### config.mk
export PLATFORM = sky130hd
export DESIGN_NAME = scalar_kalman_filter_flat
export DESIGN_NICKNAME = d
export VERILOG_FILES = /design/src/rtl/kf_pkg.sv /design/src/rtl/kf_if.sv /design/src/rtl/scalar_kalman_filter.sv /design/src/flat_wrapper.sv
export SDC_FILE = /design/constraint.sdc
export NUM_CORES = 2
export LEC_CHECK = 0
export ABC_CLOCK_PERIOD_IN_PS = 14000
export BUFFER_PORTS_ARGS = -buffer_cell sky130_fd_sc_hd__buf_4
export CORE_UTILIZATION = 60
export CTS_BUF_LIST = sky130_fd_sc_hd__clkbuf_16
export CTS_CLUSTER_SIZE = 28
export DETAILED_ROUTE_END_ITERATION = 6
export PLACE_DENSITY = 0.86
export SLEW_MARGIN = 20
export SYNTH_ARGS = -nofsm -noshare
export SYNTH_HDL_FRONTEND = slang
export SYNTH_SLANG_ARGS = --single-unit
### constraint.sdc
create_clock -name clk_i -period 14 [get_ports clk_i]
set_input_delay 0 -clock clk_i [delete_from_list [all_inputs] [get_ports clk_i]]
set_output_delay 0 -clock clk_i [all_outputs]
set_load 0.03 [all_outputs]
### src/rtl/kf_pkg.sv
// Shared types, constants and the microcode table of the scalar Kalman filter.
package kf_pkg;

  localparam int unsigned SampleBitsDef = 16;
  localparam int unsigned AddrW         = 4;
  localparam int unsigned DivSteps      = 32;
  localparam int unsigned CntW          = $clog2(DivSteps);

  localparam logic [31:0] ProcessNoiseRst = 32'd300648;
  localparam logic [31:0] MeasureNoiseRst = 32'd1288490;
  localparam logic [31:0] InitialCovRst   = 32'd85899346;

  typedef enum logic [1:0] {
    RegProcessNoise = 2'd0,
    RegMeasureNoise = 2'd1,
    RegInitialCov   = 2'd2
  } reg_idx_e;

  typedef enum logic [3:0] {
    UopIdle,
    UopPred,
    UopDiv,
    UopGain,
    UopMulLo,
    UopMulHi,
    UopCorr,
    UopCov,
    UopRestart
  } uop_e;

  typedef enum logic [1:0] {
    JmpNext,
    JmpLoop,
    JmpAlways,
    JmpRestart
  } jmp_e;

  typedef enum logic {
    MulCorr,
    MulCov
  } mul_sel_e;

  localparam int unsigned PcW = 4;
  typedef logic [PcW-1:0] pc_t;

  localparam pc_t PcIdle    = 4'd0;
  localparam pc_t PcDiv     = 4'd2;
  localparam pc_t PcRestart = 4'd10;

  typedef struct packed {
    uop_e     uop;
    mul_sel_e msel;
    logic     emit;
    jmp_e     jmp;
    pc_t      target;
  } ucode_t;

  function automatic ucode_t ucode_rom(pc_t pc);
    ucode_t uc;
    uc = '{uop: UopIdle, msel: MulCorr, emit: 1'b0, jmp: JmpNext, target: PcIdle};
    case (pc)
      4'd0: begin
        uc.jmp    = JmpRestart;
        uc.target = PcRestart;
      end
      4'd1: uc.uop = UopPred;
      4'd2: begin
        uc.uop    = UopDiv;
        uc.jmp    = JmpLoop;
        uc.target = PcDiv;
      end
      4'd3: uc.uop = UopGain;
      4'd4: uc.uop = UopMulLo;
      4'd5: uc.uop = UopMulHi;
      4'd6: uc.uop = UopCorr;
      4'd7: begin
        uc.uop  = UopMulLo;
        uc.msel = MulCov;
      end
      4'd8: begin
        uc.uop  = UopMulHi;
        uc.msel = MulCov;
      end
      4'd9: begin
        uc.uop  = UopCov;
        uc.emit = 1'b1;
        uc.jmp  = JmpAlways;
      end
      4'd10: begin
        uc.uop  = UopRestart;
        uc.emit = 1'b1;
        uc.jmp  = JmpAlways;
      end
      default: uc.jmp = JmpAlways;
    endcase
    return uc;
  endfunction

endpackage

### src/rtl/kf_if.sv
// Valid/ready channel interfaces for the filter's input and result items.
interface kf_in_if #(
  parameter int unsigned SAMPLE_BITS = kf_pkg::SampleBitsDef
);
  logic                          valid;
  logic                          ready;
  logic                          op;
  logic signed [SAMPLE_BITS-1:0] sample;

  modport source (output valid, op, sample, input ready);
  modport sink   (input valid, op, sample, output ready);
endinterface

interface kf_out_if;
  logic               valid;
  logic               ready;
  logic signed [15:0] estimate;
  logic        [31:0] gain;

  modport source (output valid, estimate, gain, input ready);
  modport sink   (input valid, estimate, gain, output ready);
endinterface

### src/rtl/scalar_kalman_filter.sv
// Scalar Kalman filter: microcoded sequencer over a divide/multiply datapath.
//
//   channel  dir  handshake            payload
//   in_i     in   valid/ready          op, sample
//   out_o    out  valid/ready          estimate, gain
//   apb      in   psel/penable/pready  paddr, pwdata, prdata
//
// A filter item is finished before the next item can be taken: the gain comes from a
// bit-serial restoring divide, and the two 33x32 products are each done as two 33x16
// halves. A restart item reloads the state and emits a zero result.
// Reset clears the estimate and loads the covariance and registers with defaults.
// A held result stalls only the final step; the item is otherwise left in the output register.
module scalar_kalman_filter #(
  parameter int unsigned SAMPLE_BITS = kf_pkg::SampleBitsDef
) (
  input  logic                     clk_i,
  input  logic                     rst_ni,
  kf_in_if.sink                    in_i,
  kf_out_if.source                 out_o,
  input  logic                     psel,
  input  logic                     penable,
  input  logic                     pwrite,
  input  logic [kf_pkg::AddrW-1:0] paddr,
  input  logic [31:0]              pwdata,
  output logic [31:0]              prdata,
  output logic                     pready
);
  import kf_pkg::*;

  localparam int unsigned WideW = (SAMPLE_BITS + 16 > 33) ? SAMPLE_BITS + 16 : 33;

  // Configuration registers
  logic [31:0] q_noise_q, r_noise_q, init_cov_q;
  logic        cfg_wr;

  assign pready = 1'b1;
  assign cfg_wr = psel && penable && pwrite;

  always_ff @(posedge clk_i or negedge rst_ni) begin
    if (!rst_ni) begin
      q_noise_q  <= ProcessNoiseRst;
      r_noise_q  <= MeasureNoiseRst;
      init_cov_q <= InitialCovRst;
    end else if (cfg_wr) begin
      case (paddr[3:2])
        RegProcessNoise: q_noise_q  <= pwdata;
        RegMeasureNoise: r_noise_q  <= pwdata;
        RegInitialCov:   init_cov_q <= pwdata;
        default: ;
      endcase
    end
  end

  always_comb begin
    case (paddr[3:2])
      RegProcessNoise: prdata = q_noise_q;
      RegMeasureNoise: prdata = r_noise_q;
      RegInitialCov:   prdata = init_cov_q;
      default:         prdata = '0;
    endcase
  end

  // Sequencer
  pc_t            pc_q, pc_d, pc_jump;
  logic [CntW-1:0] cnt_q, cnt_d;
  ucode_t         uc;
  logic           accept, stall, advance;
  logic           out_valid_q, out_valid_d;

  assign uc      = ucode_rom(pc_q);
  assign accept  = in_i.valid && in_i.ready;
  assign stall   = uc.emit && out_valid_q && !out_o.ready;
  assign advance = (uc.uop == UopIdle) ? accept : !stall;
  assign in_i.ready = (uc.uop == UopIdle);

  always_comb begin
    case (uc.jmp)
      JmpNext:    pc_jump = pc_t'(pc_q + 1'b1);
      JmpLoop:    pc_jump = (cnt_q != '0) ? uc.target : pc_t'(pc_q + 1'b1);
      JmpAlways:  pc_jump = uc.target;
      JmpRestart: pc_jump = in_i.op ? uc.target : pc_t'(pc_q + 1'b1);
      default:    pc_jump = PcIdle;
    endcase
    pc_d = advance ? pc_jump : pc_q;
  end

  always_comb begin
    cnt_d = cnt_q;
    if (uc.uop == UopPred) begin
      cnt_d = CntW'(DivSteps - 1);
    end else if (uc.uop == UopDiv) begin
      cnt_d = cnt_q - 1'b1;
    end
  end

  // Datapath
  logic [31:0] target_q, target_d;
  logic [31:0] est_q, est_d;
  logic [31:0] cov_q, cov_d;
  logic [31:0] pred_q, pred_d;
  logic [32:0] denom_q, denom_d;
  logic [32:0] rem_q, rem_d;
  logic [31:0] quo_q, quo_d;
  logic [31:0] gain_q, gain_d;
  logic [32:0] mag_q, mag_d;
  logic        neg_q, neg_d;
  logic [64:0] acc_q, acc_d;

  logic [WideW-1:0] wide;
  logic             sat_hi, sat_lo;
  logic [32:0]      cov_sum, pred_sum;
  logic [31:0]      pred_sat;
  logic [33:0]      rem2;
  logic             rem_ge;
  logic [32:0]      diff;
  logic [32:0]      mul_a;
  logic [31:0]      mul_b;
  logic [15:0]      mul_b_half;
  logic [48:0]      prod;
  logic [32:0]      est_next;

  // The sample scaled to Q16.16, saturated to 32 bits when the sample is wide.
  assign wide   = WideW'($signed({in_i.sample, 16'h0000}));
  assign sat_hi = !wide[WideW-1] && (|wide[WideW-2:31]);
  assign sat_lo = wide[WideW-1] && !(&wide[WideW-2:31]);

  assign cov_sum  = {1'b0, cov_q} + {1'b0, q_noise_q};
  assign pred_sat = cov_sum[32] ? 32'hFFFF_FFFF : cov_sum[31:0];
  assign pred_sum = {1'b0, pred_sat} + {1'b0, r_noise_q};
  assign rem2     = {rem_q, 1'b0};
  assign rem_ge   = rem2 >= {1'b0, denom_q};
  assign diff     = {target_q[31], target_q} - {est_q[31], est_q};

  assign mul_a      = (uc.msel == MulCorr) ? mag_q : (33'h1_0000_0000 - {1'b0, gain_q});
  assign mul_b      = (uc.msel == MulCorr) ? gain_q : pred_q;
  assign mul_b_half = (uc.uop == UopMulLo) ? mul_b[15:0] : mul_b[31:16];
  assign prod       = {16'h0000, mul_a} * {33'h0, mul_b_half};

  // The correction never exceeds the distance to the target, so 32 bits hold the sum.
  assign est_next = neg_q ? ({est_q[31], est_q} - acc_q[64:32])
                          : ({est_q[31], est_q} + acc_q[64:32]);

  always_comb begin
    target_d = target_q;
    est_d    = est_q;
    cov_d    = cov_q;
    pred_d   = pred_q;
    denom_d  = denom_q;
    rem_d    = rem_q;
    quo_d    = quo_q;
    gain_d   = gain_q;
    mag_d    = mag_q;
    neg_d    = neg_q;
    acc_d    = acc_q;
    case (uc.uop)
      UopIdle: begin
        if (accept) begin
          target_d = sat_hi ? 32'h7FFF_FFFF : (sat_lo ? 32'h8000_0000 : wide[31:0]);
        end
      end
      UopPred: begin
        pred_d  = pred_sat;
        denom_d = pred_sum;
        rem_d   = {1'b0, pred_sat};
      end
      UopDiv: begin
        rem_d = rem_ge ? 33'(rem2 - {1'b0, denom_q}) : rem2[32:0];
        quo_d = {quo_q[30:0], rem_ge};
      end
      UopGain: begin
        // With no prediction and no noise the divider sees a zero divisor.
        gain_d = (pred_q == '0) ? '0 : quo_q;
        neg_d  = diff[32];
        mag_d  = diff[32] ? (~diff + 33'd1) : diff;
      end
      UopMulLo: acc_d = {16'h0000, prod};
      UopMulHi: acc_d = acc_q + {prod, 16'h0000};
      UopCorr:  est_d = est_next[31:0];
      UopCov:   cov_d = acc_q[63:32];
      UopRestart: begin
        est_d  = '0;
        cov_d  = init_cov_q;
        gain_d = '0;
      end
      default: ;
    endcase
  end

  // Output register
  logic signed [15:0] out_est_q, out_est_d;
  logic        [31:0] out_gain_q, out_gain_d;

  always_comb begin
    out_valid_d = out_valid_q && !out_o.ready;
    out_est_d   = out_est_q;
    out_gain_d  = out_gain_q;
    if (uc.emit && !stall) begin
      out_valid_d = 1'b1;
      out_est_d   = (uc.uop == UopRestart) ? '0 : est_q[31:16];
      out_gain_d  = (uc.uop == UopRestart) ? '0 : gain_q;
    end
  end

  assign out_o.valid    = out_valid_q;
  assign out_o.estimate = out_est_q;
  assign out_o.gain     = out_gain_q;

  always_ff @(posedge clk_i or negedge rst_ni) begin
    if (!rst_ni) begin
      pc_q        <= PcIdle;
      cnt_q       <= '0;
      out_valid_q <= 1'b0;
      est_q       <= '0;
      cov_q       <= InitialCovRst;
    end else begin
      pc_q        <= pc_d;
      cnt_q       <= cnt_d;
      out_valid_q <= out_valid_d;
      est_q       <= est_d;
      cov_q       <= cov_d;
    end
  end

  always_ff @(posedge clk_i) begin
    target_q   <= target_d;
    pred_q     <= pred_d;
    denom_q    <= denom_d;
    rem_q      <= rem_d;
    quo_q      <= quo_d;
    gain_q     <= gain_d;
    mag_q      <= mag_d;
    neg_q      <= neg_d;
    acc_q      <= acc_d;
    out_est_q  <= out_est_d;
    out_gain_q <= out_gain_d;
  end

endmodule

### src/flat_wrapper.sv
// flat-port wrapper written by rule: the top's interface ports become plain ports
module scalar_kalman_filter_flat import kf_pkg::*;
#(
  parameter int unsigned SAMPLE_BITS = kf_pkg::SampleBitsDef
)
  (clk_i, rst_ni, psel, penable, pwrite, paddr, pwdata, prdata, pready, in_i_valid, in_i_op, in_i_sample, in_i_ready, out_o_valid, out_o_estimate, out_o_gain, out_o_ready);
  kf_in_if #(.SAMPLE_BITS(SAMPLE_BITS)) in_i_i ();
  kf_out_if out_o_i ();
  input  logic clk_i;
  input  logic rst_ni;
  input  logic psel;
  input  logic penable;
  input  logic pwrite;
  input  logic [kf_pkg::AddrW-1:0] paddr;
  input  logic [31:0] pwdata;
  output logic [31:0] prdata;
  output logic pready;
  input wire logic [$bits(in_i_i.valid)-1:0] in_i_valid;
  input wire logic [$bits(in_i_i.op)-1:0] in_i_op;
  input wire logic [$bits(in_i_i.sample)-1:0] in_i_sample;
  output wire logic [$bits(in_i_i.ready)-1:0] in_i_ready;
  output wire logic [$bits(out_o_i.valid)-1:0] out_o_valid;
  output wire logic [$bits(out_o_i.estimate)-1:0] out_o_estimate;
  output wire logic [$bits(out_o_i.gain)-1:0] out_o_gain;
  input wire logic [$bits(out_o_i.ready)-1:0] out_o_ready;
  assign in_i_i.valid = in_i_valid;
  assign in_i_i.op = in_i_op;
  assign in_i_i.sample = in_i_sample;
  assign in_i_ready = in_i_i.ready;
  assign out_o_valid = out_o_i.valid;
  assign out_o_estimate = out_o_i.estimate;
  assign out_o_gain = out_o_i.gain;
  assign out_o_i.ready = out_o_ready;
  scalar_kalman_filter #(.SAMPLE_BITS(SAMPLE_BITS)) u_core (.clk_i(clk_i), .rst_ni(rst_ni), .in_i(in_i_i), .out_o(out_o_i), .psel(psel), .penable(penable), .pwrite(pwrite), .paddr(paddr), .pwdata(pwdata), .prdata(prdata), .pready(pready));
endmodule
# Word-level counts from Yosys, hierarchy flattened
# Index checks and enable logic that the tools add are counted.
# W data, S select, Z words.
# classes
n_addsub,11
mul,1
div_mod_pow,0
n_lt_le_gt_ge,1
n_eq_ne,23
n_shift,0
muxes,26
n_bitwise,1
reduce_logical,29
# op_table
operator,count
$pmux W32 S2,3
$mux W32,5
$pmux W65 S2,1
$pmux W32 S3,1
$add A32 B32 Y33,2
$mux W33,2
$pmux W33 S2,1
$add A65 B65 Y65,1
$mul A33 B16 Y49,1
$ge A34 B33 Y1,1
$add A33 B1 Y33 const B,1
$not A33 Y33,1
$sub A32 B32 Y33,1
$sub A33 B32 Y33 const A,1
$sub A33 B33 Y33,1
$add A32 B32 Y32,1
$eq A4 B3 Y1 const B,8
$logic_not A32 Y1,1
$pmux W4 S8,1
$sub A32 B32 Y32,1
$eq A4 B2 Y1 const B,4
$eq A4 B4 Y1 const B,4
$mux W16,1
$pmux W4 S4,1
19 further kinds,47
# word_totals
reg_bits,495
latchBits,0
mem_bits_rw,0
mem_bits_ro,0
inputBits,60
output_inout_bits,83
mem_count,0

# Longest topological paths before layout
# depth
depth_word,8
ltp_mapped,45
depth_no_buf,43

# Least setup slack after synthesis
# OpenSTA, ideal clock, no wires.
# synth_path
path_type,reg-to-reg
startpoint,register u_core.pc_q[0]
endpoint,"register u_core.acc_q[53], data pin"
setup_ns,0.266
arrival_ns,10.256
required_time_ns,13.734
path_slack_ns,3.478
path_stages_with_launch,40
n_path_buf,3
cell_sequence,dfrtp_1 -> inv_1 -> ha_1 -> clkbuf_1 -> nor2_1 -> nor4_1 -> buf_2 -> mux2i_1 -> mux2i_1 -> clkbuf_1 -> nand2_1 -> fa_1 -> fa_1 -> fa_1 -> fa_1 -> inv_1 -> fa_1 -> inv_1 -> [... 4 more ...] -> o22ai_1 -> a21o_1 -> a211o_1 -> a31oi_1 -> o21ai_0 -> a31oi_1 -> xnor2_1 -> ha_1 -> a21o_1 -> a21o_1 -> a21o_1 -> a21o_1 -> a2111oi_0 -> a21oi_1 -> o41ai_1 -> o21ai_0 -> xnor2_1 -> nor2_1
# synth_via
elab_chain_len,8
word_cells_on_any_way,23
classes_between,add/sub: 1; mul: 1; eq/ne: 12; mux: 6; reduce/logical: 3
# synth_lines
element,line,source
start: declaration,scalar_kalman_filter.sv:64,"pc_t pc_q, pc_d, pc_jump;"
start signal: assignment,scalar_kalman_filter.sv:210,pc_q <= PcIdle;
start signal: assignment,scalar_kalman_filter.sv:216,pc_q <= pc_d;
$eq A4 B3 Y1 or $eq A4 B4 Y1 (tied branches),kf_pkg.sv:61,case (pc)
$reduce_or A2 Y1 (no source line),-,
$pmux W4 S8 or $mux W1 (tied branches),kf_pkg.sv:61,
$eq A4 B3 Y1 or $mux W32 (tied branches),"scalar_kalman_filter.sv:136, scalar_kalman_filter.sv:155, scalar_kalman_filter.sv:135",
$mux W16,scalar_kalman_filter.sv:136,assign mul_b_half = (uc.uop == UopMulLo) ? mul_b[15:0] : mul_b[31:16];
$mul A33 B16 Y49,scalar_kalman_filter.sv:137,"assign prod = {16'h0000, mul_a} * {33'h0, mul_b_half};"
$add A65 B65 Y65,scalar_kalman_filter.sv:177,"UopMulHi: acc_d = acc_q + {prod, 16'h0000};"
$pmux W65 S2 (*),scalar_kalman_filter.sv:155,case (uc.uop)
end signal: assignment,scalar_kalman_filter.sv:233,acc_q <= acc_d;
end: declaration,scalar_kalman_filter.sv:107,"logic [64:0] acc_q, acc_d;"
# Mark *: on every way between the ends. The rest lies on a longest branch, timed or not.
# A chain may end at the register's enable or synchronous reset.

# Worst setup path after layout
# layout_path
startpoint,register u_core.pc_q[0]
endpoint,"register u_core.acc_q[62], data pin"
# The elaborated chain is that of the path after synthesis.

==> qor.yml <==
synth_area_leader_cell: "edfxtp_1"
ys.flop_type: "edfxtp_1"
gp_congestion: 1.038
dieArea_mm2: 0.08200
cts_resized: 0
worst_pin_slew_ns: 1.225
clk_latency_ns: 0.64
synthToLayoutAreaGrowth_pct: 8.874
status: "finished, violations left"
synth-edff-count: 308
cp_data_arrival_time_ns: 12.50
min_period_ns: 12.16
postSynthNetCount: 6076
crit_path_start: "u_core.pc_q[0]"
synthMostInstantiatedCell: "nand2_1"
dieWidth_um: 286.4
dp.final_hpwl_um: 108800
ant_nets: 0
synth_area_per_cell_um2: 9.230
cts-hold-fix-buffers: 53
criticalPathCategory: "reg2reg"
skew_ns: 0.04131
ys_async_sr_fraction: 0.3556
numClockSinks: 478
crit_fanout: 57
postPlaceCellArea_mm2: 0.05061
netlist_area_mm2: 0.04852
finalCritPeriodShare: 0.8685
wl_per_cell_um: 22.27
cts_root_buf: "clkbuf_16"
grt_pass1_vias: 40030
final_layout_size_suffix_gt1_frac: 0.09918
critical_path.slowest_cell: "mux2i_4"
first_iter_violations: 4734
synth_top_area_share: 0.1906
viasPerCell: 6.278
setup_tns_ns: 0
crit_path_end_kind: "register"
n_fill_cell: 5956
post-place-cells: 6286
ios: 143
critPathMostFrequentCell: "fa_1"
drv_slew: 0
cts_buffers: 50
clk_path_buf_depth: 3
hold_viol: 0
rsz0062_at_grt: "no"
htree_levels: 2
track_usage: 0.3510
tritoncts: "done"
ys_seq_elements: 478
antenna_found_initial: 4
path_clk_slew_ns: 0.06
rr_startpoint: "u_core.pc_q[0]"
io_buffer_count: 139
synthTopCellsByArea: "edfxtp_1, fa_1, ha_1, dfrtp_1, nand2_1"
remaining_drc_errors: 3
yosys_warnings: 0
synth-seq-area-share: 0.2795
cp-start-kind: "register"
synth_cell_types: 98
synth_cells: 5256
synth_commonest_cells: "nand2_1, inv_1, fa_1"
post-cts-setup-buffer-count: 0
timing.fmax_ghz: 0.08225
slowest_delay_ns: 1.03
max_slew_margin: 0.1750
fin_cells: 6435
rows: 103
setup-violations-final: 0
min_path_type: "in2async"
vias: 40400
start_util: 0.6101
finalInstanceArea_mm2: 0.05282
grt_overflow: 0
core_area_mm2: 0.07952
grt_pass1_wl_um: 222900
first_pass_iters: 7
violations: "DRC"
timing.max_cap.violations: 0
grt_max_degree: 100
die_h_um: 286.4
wl_um: 143300
layout.nets: 6162
worst_ep_required_time_ns: 14.34
-- logic make-up after synthesis --
kind of cell	Yosys count	synth area share
AND/OR/NAND/NOR	1648	0.1546
AO/OA/AOI/OAI	978	0.1269
buffers and inverters	844	0.06656
adder cells (fa/ha/maj)	760	0.2636
flip-flops	478	0.2795
XOR/XNOR	308	0.05589
multiplexers	239	0.05287
other	1	0.00007730
-- registers in the layout (all words and copies together), names as in the netlist, 33 cells and up --
name            count
u_core.mag_q       33
u_core.rem_q       33
u_core.acc_q       48
u_core.denom_q     33
-- per-stage QoR --
| step | hold WS, ns | util | setup WS (ns) |
|---|---|---|---|
| final | 0.02005 | 0.6643 | 1.841 |
| after global routing | 0.09012 | 0.6643 | 1.097 |
| after CTS | 0.07337 | 0.6638 | 2.025 |
| after detailed placement | 0.1583 | 0.6365 | 2.112 |
| after global placement | 0.1522 | 0.6365 | 2.301 |
| after floorplan | -0.2956 | - | 3.478 |
-- routing by layer --
metal  vias up  part of all wire  global-route usage  wire length (µm)
met3       472              0.13             0.08967             18320
met4         2             0.053              0.1634              7586
met1     19550              0.39              0.4819             55880
met2      2489              0.43              0.5223             61520
li1      17890                 -                   -                 -
met5         -          0.000091                   0                13
-- placed cells by master (no fill, tap or decap), types with 68 or more instances in the layout --
cell type and instances:
and2_1 120, inv_1 643, mux2_2 137, nor2_1 427, o21ai_0 213, buf_4 185, fa_1 437, edfxtp_1 308
a31oi_1 68, xor2_1 100, nand2_1 701, mux2i_1 92, a21o_1 123, a21oi_1 276, dfrtp_1 126, xnor2_1 207
ha_1 323
-- critical path: cells and delay by family, from the launching register on --
family	cells	cell delay, ns
compound gates	14	3.58
xor+xnor	2	0.46
fa+ha+maj	9	4.49
buf+inv	4	0.31
flops	1	0.41
mux	1	1.03
simple gates	6	1.52
-- cell type report --
| class | count | area [µm²] | share of cell area |
|---|---|---|---|
| Multi-Input combinational cell | 3934 | 31960 | 0.6050 |
| Clock inverter | 44 | 387.9 | 0.007343 |
| Antenna cell | 1 | 2.502 | 0.00004738 |
| Sequential cell | 478 | 13560 | 0.2567 |
| Clock buffer | 50 | 1251 | 0.02369 |
| Tap cell | 1050 | 1314 | 0.02487 |
| Inverter | 638 | 2395 | 0.04534 |
| Timing Repair Buffer | 240 | 1956 | 0.03702 |
-- path summary, 6_finish.rpt --
check / slack [ns] / depth (start not counted) / endpoint
worst min register to register: 0.44 / 0 / u_core.quo_q[23]
worst max-delay path: 1.84 / 36 / u_core.acc_q[62]
worst max register to register: 1.84 / 36 / u_core.acc_q[62]
min in group clk_i: 0.09 / 2 / u_core.target_q[28]
max in group asynchronous: 12.44 / 3 / u_core.est_q[15]
worst min-delay path: 0.02 / 2 / u_core.r_noise_q[18]
Power is not shown: default switching activity piles up to over one toggle a cycle in this logic, so the estimate is an artifact.
